===== src/hdl/bgi_pkg.sv =====
package bgi_pkg;

    localparam int MAX_Z_POINTS = 64;
    localparam int MAX_R_POINTS = 64;
    localparam int GRID_DEPTH   = MAX_Z_POINTS * MAX_R_POINTS;
    localparam int Z_AW         = $clog2(MAX_Z_POINTS);
    localparam int R_AW         = $clog2(MAX_R_POINTS);
    localparam int GRID_AW      = $clog2(GRID_DEPTH);
    localparam int Z_LW         = $clog2(MAX_Z_POINTS + 1);
    localparam int R_LW         = $clog2(MAX_R_POINTS + 1);

    localparam int CNT_W     = 7;
    localparam int IDX_W     = 12;
    localparam int VAL_W     = 32;
    localparam int OUT_W     = 40;
    localparam int FRAC_W    = 24;
    localparam int DIV_STEPS = 24;
    localparam int DIV_CW    = $clog2(DIV_STEPS + 1);

    localparam logic [FRAC_W-1:0] FRAC_MAX     = 24'h7FFFFF;
    localparam logic [FRAC_W-1:0] FRAC_MIN_MAG = 24'h800000;

    typedef enum logic [1:0] {
        OP_LOAD_Z = 2'd0,
        OP_LOAD_R = 2'd1,
        OP_LOAD_D = 2'd2,
        OP_QUERY  = 2'd3
    } t_op;

    typedef enum logic [0:0] {
        CFG_Z_COUNT = 1'b0,
        CFG_R_COUNT = 1'b1
    } t_cfg_idx;

    typedef enum logic [1:0] {
        ST_OK         = 2'd0,
        ST_SAT        = 2'd1,
        ST_ZERO_WIDTH = 2'd2
    } t_status;

    typedef enum logic [1:0] {
        AS_SEARCH = 2'd0,
        AS_CLO    = 2'd1,
        AS_CHI    = 2'd2
    } t_addr_sel;

    typedef enum logic [1:0] {
        G_00 = 2'd0,
        G_01 = 2'd1,
        G_10 = 2'd2,
        G_11 = 2'd3
    } t_grid_sel;

    typedef enum logic [1:0] {
        MS_ROW0 = 2'd0,
        MS_ROW1 = 2'd1,
        MS_ZLO  = 2'd2,
        MS_ZHI  = 2'd3
    } t_mul_sel;

    typedef struct packed {
        logic      load;
        logic      query_start;
        logic      search_step;
        logic      slot_latch;
        t_addr_sel addr_sel;
        logic      cap_clo;
        logic      cap_chi;
        logic      div_start;
        t_grid_sel gsel;
        logic [3:0] cap_d;
        logic      frac_latch;
        t_mul_sel  mul_sel;
        logic      mul_en;
        logic      cap_row0;
        logic      cap_row1;
        logic      cap_plo;
        logic      cap_mz;
        logic      out_result;
        logic      out_zero;
    } t_cmd;

    typedef struct packed {
        logic search_done;
        logic zero_width;
        logic div_done;
        logic out_free;
    } t_stat;

endpackage


===== src/hdl/bgi_ctrl.sv =====
module bgi_ctrl (
    input  logic           i_clk,
    input  logic           i_rst_n,
    input  logic           i_in_valid,
    input  logic [1:0]     i_op,
    output logic           o_in_ready,
    input  bgi_pkg::t_stat i_stat,
    output bgi_pkg::t_cmd  o_cmd
);
    import bgi_pkg::*;

    typedef enum logic [23:0] {
        S_IDLE = 24'h000001,
        S_SRD  = 24'h000002,
        S_SCMP = 24'h000004,
        S_SLOT = 24'h000008,
        S_CLO  = 24'h000010,
        S_CHI  = 24'h000020,
        S_CCAP = 24'h000040,
        S_CHK  = 24'h000080,
        S_D0   = 24'h000100,
        S_D1   = 24'h000200,
        S_D2   = 24'h000400,
        S_D3   = 24'h000800,
        S_D4   = 24'h001000,
        S_DIVW = 24'h002000,
        S_FRAC = 24'h004000,
        S_MR0  = 24'h008000,
        S_MR1  = 24'h010000,
        S_MR2  = 24'h020000,
        S_MZL  = 24'h040000,
        S_MZH  = 24'h080000,
        S_MZC  = 24'h100000,
        S_MFIN = 24'h200000,
        S_ZW   = 24'h400000,
        S_SPARE = 24'h800000
    } t_state;

    t_state r_state;
    t_state n_state;

    always_ff @(posedge i_clk) begin
        if (!i_rst_n) begin
            r_state <= S_IDLE;
        end else begin
            r_state <= n_state;
        end
    end

    always_comb begin
        n_state    = r_state;
        o_cmd      = '0;
        o_in_ready = 1'b0;
        case (r_state)
            S_IDLE: begin
                o_in_ready = 1'b1;
                if (i_in_valid) begin
                    if (i_op == OP_QUERY) begin
                        o_cmd.query_start = 1'b1;
                        n_state = S_SRD;
                    end else begin
                        o_cmd.load = 1'b1;
                    end
                end
            end
            S_SRD: begin
                o_cmd.addr_sel = AS_SEARCH;
                n_state = i_stat.search_done ? S_SLOT : S_SCMP;
            end
            S_SCMP: begin
                o_cmd.search_step = 1'b1;
                n_state = S_SRD;
            end
            S_SLOT: begin
                o_cmd.slot_latch = 1'b1;
                n_state = S_CLO;
            end
            S_CLO: begin
                o_cmd.addr_sel = AS_CLO;
                n_state = S_CHI;
            end
            S_CHI: begin
                o_cmd.addr_sel = AS_CHI;
                o_cmd.cap_clo  = 1'b1;
                n_state = S_CCAP;
            end
            S_CCAP: begin
                o_cmd.cap_chi = 1'b1;
                n_state = S_CHK;
            end
            S_CHK: begin
                if (i_stat.zero_width) begin
                    n_state = S_ZW;
                end else begin
                    o_cmd.div_start = 1'b1;
                    n_state = S_D0;
                end
            end
            S_D0: begin
                o_cmd.gsel = G_00;
                n_state = S_D1;
            end
            S_D1: begin
                o_cmd.gsel  = G_01;
                o_cmd.cap_d = 4'b0001;
                n_state = S_D2;
            end
            S_D2: begin
                o_cmd.gsel  = G_10;
                o_cmd.cap_d = 4'b0010;
                n_state = S_D3;
            end
            S_D3: begin
                o_cmd.gsel  = G_11;
                o_cmd.cap_d = 4'b0100;
                n_state = S_D4;
            end
            S_D4: begin
                o_cmd.cap_d = 4'b1000;
                n_state = S_DIVW;
            end
            S_DIVW: begin
                if (i_stat.div_done) begin
                    n_state = S_FRAC;
                end
            end
            S_FRAC: begin
                o_cmd.frac_latch = 1'b1;
                n_state = S_MR0;
            end
            S_MR0: begin
                o_cmd.mul_sel = MS_ROW0;
                o_cmd.mul_en  = 1'b1;
                n_state = S_MR1;
            end
            S_MR1: begin
                o_cmd.cap_row0 = 1'b1;
                o_cmd.mul_sel  = MS_ROW1;
                o_cmd.mul_en   = 1'b1;
                n_state = S_MR2;
            end
            S_MR2: begin
                o_cmd.cap_row1 = 1'b1;
                n_state = S_MZL;
            end
            S_MZL: begin
                o_cmd.mul_sel = MS_ZLO;
                o_cmd.mul_en  = 1'b1;
                n_state = S_MZH;
            end
            S_MZH: begin
                o_cmd.cap_plo = 1'b1;
                o_cmd.mul_sel = MS_ZHI;
                o_cmd.mul_en  = 1'b1;
                n_state = S_MZC;
            end
            S_MZC: begin
                o_cmd.cap_mz = 1'b1;
                n_state = S_MFIN;
            end
            S_MFIN: begin
                if (i_stat.out_free) begin
                    o_cmd.out_result = 1'b1;
                    n_state = S_IDLE;
                end
            end
            S_ZW: begin
                if (i_stat.out_free) begin
                    o_cmd.out_zero = 1'b1;
                    n_state = S_IDLE;
                end
            end
            default: begin
                n_state = S_IDLE;
            end
        endcase
    end

endmodule


===== config.mk =====
export PLATFORM = sky130hd
export DESIGN_NAME = bgi_ctrl
export DESIGN_NICKNAME = d
export VERILOG_FILES = /design/src/hdl/bgi_pkg.sv /design/src/hdl/bgi_ctrl.sv
export SDC_FILE = /design/constraint.sdc
export NUM_CORES = 1
export LEC_CHECK = 0
export ABC_AREA = 1
export BUFFER_PORTS_ARGS = -buffer_cell sky130_fd_sc_hd__clkbuf_2
export CAP_MARGIN = 20
export CORE_ASPECT_RATIO = 0.5
export CORE_UTILIZATION = 59
export DETAILED_ROUTE_END_ITERATION = 8
export GPL_TIMING_DRIVEN = 0
export PLACE_DENSITY = 0.9
export SYNTH_ARGS = -nofsm -noshare
export SYNTH_HDL_FRONTEND = slang
export SYNTH_SLANG_ARGS = --single-unit

===== constraint.sdc =====
create_clock -name i_clk -period 2.7 [get_ports i_clk]
set_input_delay 0.54 -clock i_clk [delete_from_list [all_inputs] [get_ports i_clk]]
set_output_delay 0.54 -clock i_clk [all_outputs]
set_load 0.02 [all_outputs]

* After elaboration in Yosys (flattened, before gate mapping)
Index checks and enable logic that the tools add are counted.
** Word-level totals
- Register bits after elaboration :: 24
- Input bits :: 9
- Logic and storage cells :: 61
** Operators by class
- Eq/ne operators :: 28
- Multiplexer cells :: 30
- Reductions and logical operators :: 2
** Operators with widths (number)
- case mux 24 bit (22 select lines) :: 1
- two-way mux 24 bit :: 4
- equality test 24 x 1 -> 1 bit, second input constant :: 1
- equality test 24 x 10 -> 1 bit, second input constant :: 1
- equality test 24 x 11 -> 1 bit, second input constant :: 1
- equality test 24 x 12 -> 1 bit, second input constant :: 1
- equality test 24 x 13 -> 1 bit, second input constant :: 1
- equality test 24 x 14 -> 1 bit, second input constant :: 1
- equality test 24 x 15 -> 1 bit, second input constant :: 1
- equality test 24 x 16 -> 1 bit, second input constant :: 1
- equality test 24 x 17 -> 1 bit, second input constant :: 1
- equality test 24 x 18 -> 1 bit, second input constant :: 1
- equality test 24 x 19 -> 1 bit, second input constant :: 1
- equality test 24 x 2 -> 1 bit, second input constant :: 1
- equality test 24 x 20 -> 1 bit, second input constant :: 1
- equality test 24 x 21 -> 1 bit, second input constant :: 1
- equality test 24 x 22 -> 1 bit, second input constant :: 1
- equality test 24 x 23 -> 1 bit, second input constant :: 1
- equality test 24 x 3 -> 1 bit, second input constant :: 1
- equality test 24 x 4 -> 1 bit, second input constant :: 1
- equality test 24 x 5 -> 1 bit, second input constant :: 1
- equality test 24 x 6 -> 1 bit, second input constant :: 1
- equality test 24 x 7 -> 1 bit, second input constant :: 1
- equality test 24 x 8 -> 1 bit, second input constant :: 1
- other kinds (14) :: 33

* Depth between registers and ports, before layout
Gate-level depths: netlist (run 1).
- Depth after elaboration :: 4
- Mapped depth :: 12

* Worst setup path after synthesis (run 1)
Ideal clock, no wire load.
- Path type :: reg2out
- From :: register r_state[12]
- To :: output port o_cmd[20] (netlist name)
- Arrival :: 1719 ps
- Required time :: 2160 ps
- Slack :: 441 ps
- Cell stages (with the launch flop) :: 8
- Cells stage by stage :: dfxtp_1 -> nor2_2 -> nand2_2 -> nor2_4 -> buf_6 -> nand2_4 -> nor4_2 -> buf_4
** RTL lines
- start: declaration :: RTL line bgi_ctrl.sv:39 : t_state r_state;
- start signal: assignment :: RTL line bgi_ctrl.sv:46 : r_state <= n_state;
- end: declaration :: RTL line bgi_ctrl.sv:8 : output bgi_pkg::t_cmd o_cmd

==> results of run 1 <==
==> layout by cell type (no fill, tap or decap) <==
cell type   n
a21oi_1     2
buf_1       2
buf_4       2
buf_6       5
clkbuf_1    1
clkbuf_2   34
clkbuf_8    3
clkinv_1    1
dfxtp_1    23
inv_1      43
inv_2       4
nand2_1    37
nand2_2     4
nand2_4     5
nand3_1    46
nand3_2     1
nand4_1     8
nor2_1     51
nor2_2      7
nor2_4      8
nor3_1      4
nor3_2      5
nor4_2      2
nor4_4      2
o211ai_2    1
o21ai_0     1
o21ai_2     1
or2_2       1
==> path summary, 6_finish.rpt <==
path	start	endpoint	depth (start not counted)
worst max-delay path	r_state[12]$_SDFFE_PN0P_	o_cmd[20]	8
worst min-delay path	i_stat[3]	r_state[3]$_SDFFE_PN0P_	3
worst min register to register	r_state[22]$_SDFFE_PN0P_	r_state[22]$_SDFFE_PN0P_	2
worst max register to register	r_state[18]$_SDFFE_PN0P_	r_state[0]$_SDFFE_PN1P_	12
==> area by class of cell <==
cell class	instances	area, um^2	share of cell area (%)
Buffer	9	78.8	3.95
Inverter	48	180	9.02
Multi-Input combinational cell	186	1020	50.9
Tap cell	37	46.3	2.32
Sequential cell	23	460	23.1
Clock buffer	4	45.0	2.26
Timing Repair Buffer	34	170	8.52
==> critical path: cells and delay by family, from the launching register on <==
kind,cells,cell delay (ns)
AND/OR/NAND/NOR,5,0.89
flip-flops,1,0.33
buffers and inverters,3,0.49
==> metal layers <==
layer / part of all wire [%] / track usage (%) / vias up
li1: - / - / 909
met1: 46 / 34.1 / 820
met2: 47 / 54.6 / 69
met3: 6.7 / 4.77 / 5
met4: 0.56 / 6.48 / 0
met5: 0 / 0 / -
==> stage by stage <==
step	power, uW	setup WS [ns]	util (%)	area (um^2)	cells
after floorplan	883	0.441	-	1740	266
after global placement	991	0.516	72.7	1950	337
after detailed placement	1010	0.484	72.7	1950	337
after CTS	1220	0.164	74.4	2000	341
after global routing	1310	0.0106	74.4	2000	341
final	1220	0.176	74.4	2000	341
==> cell families (layout without fill, tap and decap cells) <==
kind of cell	after synthesis	count (layout)	share of synthesized area, %
buffers and inverters	57	95	14.9
flip-flops	23	23	26.5
AO/OA/AOI/OAI	5	5	2.09
AND/OR/NAND/NOR	181	181	56.5
==> power by group <==
group	switching [uW]	internal, uW
combinational	432	205
clock	111	105
sequential	13.5	358
==> synth_stat cells <==
library cell / instances
a21oi_1: 2
buf_1: 2
buf_4: 2
buf_6: 5
clkinv_1: 1
dfxtp_1: 23
inv_1: 43
inv_2: 4
nand2_1: 37
nand2_2: 4
nand2_4: 5
nand3_1: 46
nand3_2: 1
nand4_1: 8
nor2_1: 51
nor2_2: 7
nor2_4: 8
nor3_1: 4
nor3_2: 5
nor4_2: 2
nor4_4: 2
o211ai_2: 1
o21ai_0: 1
o21ai_2: 1
or2_2: 1
==> summary.txt, run 1 <==
Logic synthesis
  • Distinct cell type count after synthesis: 25
  • Synth Instances: 266
  • Ranking of synthesized cells by area: dfxtp_1 27%, nand3_1 13%, nor2_1 11%, inv_1 9.3%, nand2_1 8.0%
  • Cell accounting for the most synthesized area: dfxtp_1
  • Seq cells post-synth: 23
  • Register area share after synthesis: a little over a quarter
  • Syn_nets: 275
  • Area of the mapped netlist: 0.00174 mm^2
  • Ys Warns: 0
  • Yosys top cell area share: 26.5%
  • Synthesized area per cell: 6.52 um^2

Drt
  • DRT iter0 DRCs: 153
  • Router iterations before antenna repair: 5
  • Vias per std cell: 5.29
  • Post-Route WL: 4140 um
  • WL/cell: 12.1 um
  • DRC Markers: 0
  • DR vias: 1803
  • DRT antenna net count: 0

GRT
  • Overflow after GRT: 0
  • Tot GR Track Use: 28.1%
  • Largest net degree at the start of global routing: 13
  • Global-route wire length before repair: 6550 um
  • Initial antenna violation count: 0
  • Vias in the first global route: between 1500 and 2000

Flow run
  • Max_cap viols: 0

Timing
  • Fin crit share: 93.5%
  • Setup Skew: 0.00495 ns
  • Hold Vio Cnt, Final: 0
  • Hold WS: 0.509 ns
  • Crit path time final: around 2.5 ns
  • Slew Limit Fails: 0
  • Final TNS setup: 0 ns
  • RSZ-0062 raised after global routing: no
  • Rel. slew slack: approximately 62%
  • Worst Max-Slew Pin Slew: around 0.57 ns
  • Final setup violation count: 0
  • Fmax: 396 MHz

Hold path
  • HP Class: in2reg

Setup path
  • CP cell instances: nor2_2, nand2_2, nor2_4, buf_6, nand2_4, nor4_2, buf_4, clkbuf_2
  • Largest stage delay on the critical path: roughly 0.33 ns
  • Kind of end point of the critical path: primary output
  • Worst-case register-to-register setup slack: 1.00 ns
  • Worst setup SP type: flip-flop
  • Critical Path Fanout Max: 10
  • Crit path max-delay cell type: dfxtp_1
  • Required @ worst endpoint: 2.16 ns
  • CP arrival: 1.98 ns
  • CP Class: reg2out

Clocking
  • CTS Buf Count: 3
  • CTS tree: yes
  • CTS-repair resized insts: 0
  • Clock latency at the later pin of the worst-skew pair: about 0.27 ns
  • H-tree levels: 1
  • Cts hold-fix bufs: 0
  • Clock sinks: 23
  • Clk root buf: clkbuf_8
  • CTS clock-pin slew for the worst setup and hold paths: 0.08 ns
  • Clock Path Buffers: 2
  • Setup repair bufs after CTS: 0

Finish
  • Largest Register: r_state
  • # fillers: 224
  • Max reg flops: 23
  • P&R area growth vs syn: 15.1%
  • Regs by FF count: r_state (23)
  • ANT cells: 0
  • Share of cells above drive strength 1: 28.0%
  • Nets: 314

Place
  • Port Buffers: 34
  • Post-DP HPWL: 3320 um
  • Final RePlAce weighted congestion: 0.888

Run status
  • Outcome: finished, final reports clean

Power
  • Worst vdd ir: 0.000334 V
  • Power per Cell Area: 613 mW/mm^2
  • Leakage power: 0.00111 uW

Floorplan
  • Core area: 0.00268 mm^2
  • Die Area: ~0.0032 mm^2
  • Chip height: 40.4 um
  • I/O pin count: 35
  • Die width: roughly 79 um
  • Starting Density: 64.7%
  • Rows: 13
Note: power is estimated with default switching activity, not from simulation.
==> run 2, diff against run 1 <==
--- a/config.mk
+++ b/config.mk
@@ -10,8 +10,10 @@
 export CAP_MARGIN = 20
 export CORE_ASPECT_RATIO = 0.5
 export CORE_UTILIZATION = 59
+export CTS_BUF_LIST = sky130_fd_sc_hd__clkbuf_16
 export DETAILED_ROUTE_END_ITERATION = 8
 export GPL_TIMING_DRIVEN = 0
+export MAX_ROUTING_LAYER = met4
 export PLACE_DENSITY = 0.9
 export SYNTH_ARGS = -nofsm -noshare
 export SYNTH_HDL_FRONTEND = slang
==> run 2 against run 1 <==
Effect of this change:
- die area is the same
- flip-flop and latch count did not move
- non-clock buffer count did not move
- utilization increased by 1.3 points
- cell count stayed put
- wire length up 1.9%
- via count up 0.83%
- critical path depth did not move
- first-iteration DRC count down 33%
- sequential power about the same
- largest cell class unchanged
- clock skew down 0.00057 ns
==> summary.txt, run 2 (synthesis gave the netlist of run 1 again) <==
Setup path
  • Worst setup SP type: flip-flop (unchanged)
  • Critical Path Fanout Max: 10 (unchanged)
  • Crit path max-delay cell type: dfxtp_1 (unchanged)
  • Worst path top cell family by delay: simple AND/OR/NAND/NOR gates (unchanged)
  • CP arrival: 1.97 ns (was 1.98 ns)
  • Largest stage delay on the critical path: 0.33 ns (about the same)
  • Kind of end point of the critical path: primary output (unchanged)
  • Required @ worst endpoint: 2.16 ns (about the same)
  • Worst path buffer plus inverter count: 3 (unchanged)
  • CP cell instances: nor2_2, nand2_2, nor2_4, buf_6, nand2_4, nor4_2, buf_4, clkbuf_2 (unchanged)
  • CP Class: reg2out (unchanged)

Hold path
  • HP Class: in2reg (unchanged)

Drt
  • DRC Markers: 0 (unchanged)
  • DR vias: 1818 (was 1803)
  • Router iterations before antenna repair: 4 (was 5)
  • Post-Route WL: 4220 um (was 4140 um)
  • DRT iter0 DRCs: 102 (was 153)
  • DRT antenna net count: 0 (unchanged)
  • WL/cell: 12.4 um (was 12.1 um)
  • Vias per std cell: 5.33 (was 5.29)

Timing
  • Fmax: 398 MHz (was 396 MHz)
  • Slew Limit Fails: 0 (unchanged)
  • Setup Skew: 0.00438 ns (was 0.00495 ns)
  • RSZ-0062 raised after global routing: no (unchanged)
  • Fin crit share: 93.0% (was 93.5%)
  • Final TNS setup: 0 ns (unchanged)
  • Rel. slew slack: 61.9% (was 62.3%)
  • Worst Max-Slew Pin Slew: 0.571 ns (was 0.565 ns)
  • Worst setup margin: 0.190 ns (was 0.176 ns)
  • Final setup violation count: 0 (unchanged)
  • Hold Vio Cnt, Final: 0 (unchanged)
  • Crit path time final: 2.51 ns (was 2.52 ns)

Finish
  • Register area: 460 um^2 (unchanged)
  • Share of cells above drive strength 1: 28.0% (unchanged)
  • P&R area growth vs syn: 17.0% (was 15.1%)
  • Regs by FF count: r_state (23) (unchanged)
  • Most frequent cells in the layout: 51 x nor2_1, 46 x nand3_1, 44 x inv_1 (was 51 x nor2_1, 46 x nand3_1, 43 x inv_1)
  • # fillers: 210 (was 224)
  • Post-route core utilization: 75.7% (was 74.4%)
  • Nets: 314 (unchanged)
  • Area of the multi-input gates: 0.00102 mm^2 (unchanged)
  • ANT cells: 0 (unchanged)
  • Most common cell after layout, fill and taps aside: nor2_1 (unchanged)
  • Max reg flops: 23 (unchanged)
  • Largest Register: r_state (unchanged)

Clocking
  • Clk root buf: clkbuf_16 (was clkbuf_8)
  • Clock latency at the later pin of the worst-skew pair: 0.26 ns (was 0.27 ns)
  • Clock Path Buffers: 2 (unchanged)
  • Setup repair bufs after CTS: 0 (unchanged)
  • Cts hold-fix bufs: 0 (unchanged)
  • CTS Buf Count: 3 (unchanged)
  • Clock sinks: 23 (unchanged)
  • CTS tree: yes (unchanged)
  • H-tree levels: 1 (unchanged)
  • CTS-repair resized insts: 0 (unchanged)
  • CTS clock-pin slew for the worst setup and hold paths: 0.06 ns (was 0.08 ns)

Run status
  • Outcome: finished, final reports clean (unchanged)

GRT
  • Global-route wire length before repair: 6690 um (was 6550 um)
  • Largest net degree at the start of global routing: 13 (unchanged)
  • Vias in the first global route: 1572 (was 1526)
  • Initial antenna violation count: 0 (unchanged)
  • Tot GR Track Use: 29.8% (was 28.1%)
  • Overflow after GRT: 0 (unchanged)

Floorplan
  • Die Area: 0.00318 mm^2 (unchanged)
  • Rows: 13 (unchanged)
  • Starting Density: 64.7% (unchanged)
  • Die width: 78.7 um (unchanged)
  • Chip height: 40.4 um (unchanged)
  • Core area: 0.00268 mm^2 (unchanged)
  • I/O pin count: 35 (unchanged)

Place
  • Post-DP HPWL: 3320 um (unchanged)
  • Final RePlAce weighted congestion: 0.903 (was 0.888)
  • Port Buffers: 34 (unchanged)
  • Setup Slack @ Placement: 0.484 ns (unchanged)

Flow run
  • Max_cap viols: 0 (unchanged)

Power
  • Worst vdd ir: 0.000344 V (was 0.000334 V)
  • Power per Cell Area: 657 mW/mm^2 (was 613 mW/mm^2)
  • Leakage power: 0.00113 uW (was 0.00111 uW)
-- run 2: routing by layer --
layer	up-vias	global-route usage (%)	wire (um)
li1	912	-	-
met1	829	34.5	1870
met2	72	55.9	2000
met3	5	5.45	318
met4	0	7.87	31
met5	-	-	0
-- run 2: final timing paths --
kind                            startpoint                       end  slack, ns  cells after the start
setup / recovery  r_state[12]$_SDFFE_PN0P_                 o_cmd[20]       0.19                      8
setup reg to reg   r_state[8]$_SDFFE_PN0P_  r_state[16]$_SDFFE_PN0P_       0.99                     11
hold / removal                   i_stat[3]   r_state[3]$_SDFFE_PN0P_       0.52                      3
hold reg to reg   r_state[22]$_SDFFE_PN0P_  r_state[22]$_SDFFE_PN0P_       0.53                      2
-- run 2: cell type report --
cell class	instances	area share, %
Buffer	9	3.88
Sequential cell	23	22.7
Timing Repair Buffer	34	8.38
Tap cell	37	2.28
Clock inverter	1	0.185
Inverter	48	8.87
Clock buffer	3	3.70
Multi-Input combinational cell	186	50.0
-- run 2: metrics by stage --
stage	hold slack, ns	total power, uW	instance area (um^2)	instances
floorplan	0.462	883	1740	266
global placement	0.510	991	1950	337
detailed placement	0.516	1010	1950	337
CTS	0.521	1330	2030	341
global route	0.574	1420	2030	341
finish	0.521	1330	2030	341
-- run 2: tightest hold or removal path, cell delays in order --
cell and delay, ns:
clkbuf_2 0.09, nand4_1 0.07, inv_1 0.04
-- run 2: where the power goes --
part           total, uW  leakage, uW  internal (uW)  switching (uW)
combinational        644     0.000899            205             439
clock                318    0.0000423            198             120
sequential           372     0.000186            359            13.2
==> run 3, diff against run 2 <==
--- a/config.mk
+++ b/config.mk
@@ -11,10 +11,11 @@
 export CORE_ASPECT_RATIO = 0.5
 export CORE_UTILIZATION = 59
 export CTS_BUF_LIST = sky130_fd_sc_hd__clkbuf_16
+export CTS_CLUSTER_SIZE = 14
 export DETAILED_ROUTE_END_ITERATION = 8
 export GPL_TIMING_DRIVEN = 0
-export MAX_ROUTING_LAYER = met4
 export PLACE_DENSITY = 0.9
 export SYNTH_ARGS = -nofsm -noshare
 export SYNTH_HDL_FRONTEND = slang
 export SYNTH_SLANG_ARGS = --single-unit
+export TNS_END_PERCENT = 30
==> run 3 against run 2 <==
Effect of this change:
- non-clock buffer count did not move
- critical endpoint unchanged
- critical path type unchanged
- sequential share of layout area did not move
- flip-flop and latch count did not move
- highest routed layer unchanged
- first-iteration DRC count rose by 12%
- largest power group unchanged
==> summary.txt, run 3 (synthesis gave the netlist of run 1 again) <==
Finish
  • P&R area growth vs syn: 17.0% (unchanged)
  • Regs by FF count: r_state (23) (unchanged)
  • Most common cell after layout, fill and taps aside: nor2_1 (unchanged)
  • Design Area, Final: 0.00203 mm^2 (unchanged)
  • Nets: 314 (unchanged)
  • Most frequent cells in the layout: 51 x nor2_1, 46 x nand3_1, 44 x inv_1 (unchanged)
  • ANT cells: 0 (unchanged)
  • Largest Register: r_state (unchanged)
  • Share of cells above drive strength 1: 28.0% (unchanged)
  • # fillers: 210 (unchanged)
  • Max reg flops: 23 (unchanged)

GRT
  • Tot GR Track Use: 28.9% (was 29.8%)
  • Largest net degree at the start of global routing: 13 (unchanged)
  • Overflow after GRT: 0 (unchanged)
  • Vias in the first global route: 1578 (was 1572)
  • Global-route wire length before repair: 6710 um (was 6690 um)
  • Initial antenna violation count: 0 (unchanged)

Setup path
  • Crit path max-delay cell type: dfxtp_1 (unchanged)
  • CP arrival: 1.97 ns (about the same)
  • Largest stage delay on the critical path: 0.33 ns (about the same)
  • Required @ worst endpoint: 2.16 ns (about the same)
  • Kind of end point of the critical path: primary output (unchanged)
  • CP Class: reg2out (unchanged)
  • CP cell instances: nor2_2, nand2_2, nor2_4, buf_6, nand2_4, nor4_2, buf_4, clkbuf_2 (unchanged)
  • Critical Path Fanout Max: 10 (unchanged)
  • Worst setup SP type: flip-flop (unchanged)

Timing
  • Slew Limit Fails: 0 (unchanged)
  • Setup Skew: 0.00559 ns (was 0.00438 ns)
  • Fin crit share: 93.0% (about the same)
  • Worst setup margin: 0.189 ns (was 0.190 ns)
  • Crit path time final: 2.51 ns (about the same)
  • Final TNS setup: 0 ns (unchanged)
  • Hold Vio Cnt, Final: 0 (unchanged)
  • Worst Max-Slew Pin Slew: 0.588 ns (was 0.571 ns)
  • Rel. slew slack: 60.8% (was 61.9%)
  • Hold WS: 0.521 ns (about the same)
  • Final setup violation count: 0 (unchanged)
  • Fmax: 398 MHz (about the same)
  • RSZ-0062 raised after global routing: no (unchanged)

Clocking
  • Clock sinks: 23 (unchanged)
  • Clock Path Buffers: 2 (unchanged)
  • Clock latency at the later pin of the worst-skew pair: 0.26 ns (about the same)
  • CTS clock-pin slew for the worst setup and hold paths: 0.06 ns (about the same)
  • CTS tree: yes (unchanged)
  • Cts hold-fix bufs: 0 (unchanged)
  • Setup repair bufs after CTS: 0 (unchanged)
  • CTS-repair resized insts: 0 (unchanged)
  • H-tree levels: 1 (unchanged)
  • CTS Buf Count: 3 (unchanged)
  • Clk root buf: clkbuf_16 (unchanged)

Floorplan
  • Die width: 78.7 um (unchanged)
  • I/O pin count: 35 (unchanged)
  • Starting Density: 64.7% (unchanged)
  • Die Area: 0.00318 mm^2 (unchanged)
  • Chip height: 40.4 um (unchanged)
  • Core area: 0.00268 mm^2 (unchanged)
  • Rows: 13 (unchanged)

Drt
  • Post-Route WL: 4230 um (was 4220 um)
  • DRT antenna net count: 0 (unchanged)
  • M1 WL: 1860 um (was 1870 um)
  • WL/cell: 12.4 um (about the same)
  • Vias per std cell: 5.38 (was 5.33)
  • Router iterations before antenna repair: 4 (unchanged)
  • DRT iter0 DRCs: 114 (was 102)
  • Top sig layer: met4 (unchanged)
  • DRC Markers: 0 (unchanged)
  • DR vias: 1835 (was 1818)
  • Met3 WL post-DR: 338 um (was 318 um)
  • Routed length on met2: 1990 um (was 2000 um)

Place
  • Port Buffers: 34 (unchanged)
  • Final RePlAce weighted congestion: 0.888 (was 0.903)
  • Post-DP HPWL: 3320 um (unchanged)
  • Setup Slack @ Placement: 0.484 ns (unchanged)
  • Cell Area, Placed: 0.00195 mm^2 (unchanged)

Power
  • Power per Cell Area: 657 mW/mm^2 (about the same)
  • Worst vdd ir: 0.000344 V (about the same)
  • Leakage power: 0.00113 uW (unchanged)

Flow run
  • Max_cap viols: 0 (unchanged)

Run status
  • Outcome: finished, final reports clean (unchanged)

Hold path
  • HP Class: in2reg (unchanged)
run 3: area by class of cell:
cell class,count,area (um^2),area share (%)
Sequential cell,23,460,22.7
Clock inverter,1,3.75,0.185
Inverter,48,180,8.87
Tap cell,37,46.3,2.28
Timing Repair Buffer,34,170,8.38
Clock buffer,3,75.1,3.70
Buffer,9,78.8,3.88
Multi-Input combinational cell,186,1020,50.0
run 3: final timing paths:
| kind | depth (start not counted) | slack, ns | end | start |
|---|---|---|---|---|
| worst max-delay path | 8 | 0.19 | o_cmd[20] | r_state[12]$_SDFFE_PN0P_ |
| worst min-delay path | 3 | 0.52 | r_state[3]$_SDFFE_PN0P_ | i_stat[3] |
| worst max register to register | 12 | 0.99 | r_state[16]$_SDFFE_PN0P_ | r_state[18]$_SDFFE_PN0P_ |
| worst min register to register | 2 | 0.53 | r_state[22]$_SDFFE_PN0P_ | r_state[22]$_SDFFE_PN0P_ |
run 3: power breakdown:
part | internal [uW] | total (uW) | switching, uW
Sequential | 359 | 372 | 13.3
Clock | 198 | 319 | 121
Combinational | 205 | 644 | 439
Total | 761 | 1340 | 574
run 3: critical path: cells and delay by family (launching register included):
kind                   cells  cell delay (ns)
and+or+nand+nor            5             0.91
buffers and inverters      3             0.49
DFF                        1             0.33
run 3: metal layers:
layer	global-route usage [%]	vias up
met5	0	-
met4	8.80	0
met3	5.68	8
met2	55.7	75
met1	34.4	840
li1	-	912
run 3: per-stage QoR:
stage / util, % / std cells / total power (uW)
finish: 75.7 / 341 / 1340
global route: 75.7 / 341 / 1420
CTS: 75.7 / 341 / 1330
detailed placement: 72.7 / 337 / 1010
global placement: 72.7 / 337 / 991
floorplan: - / 266 / 883
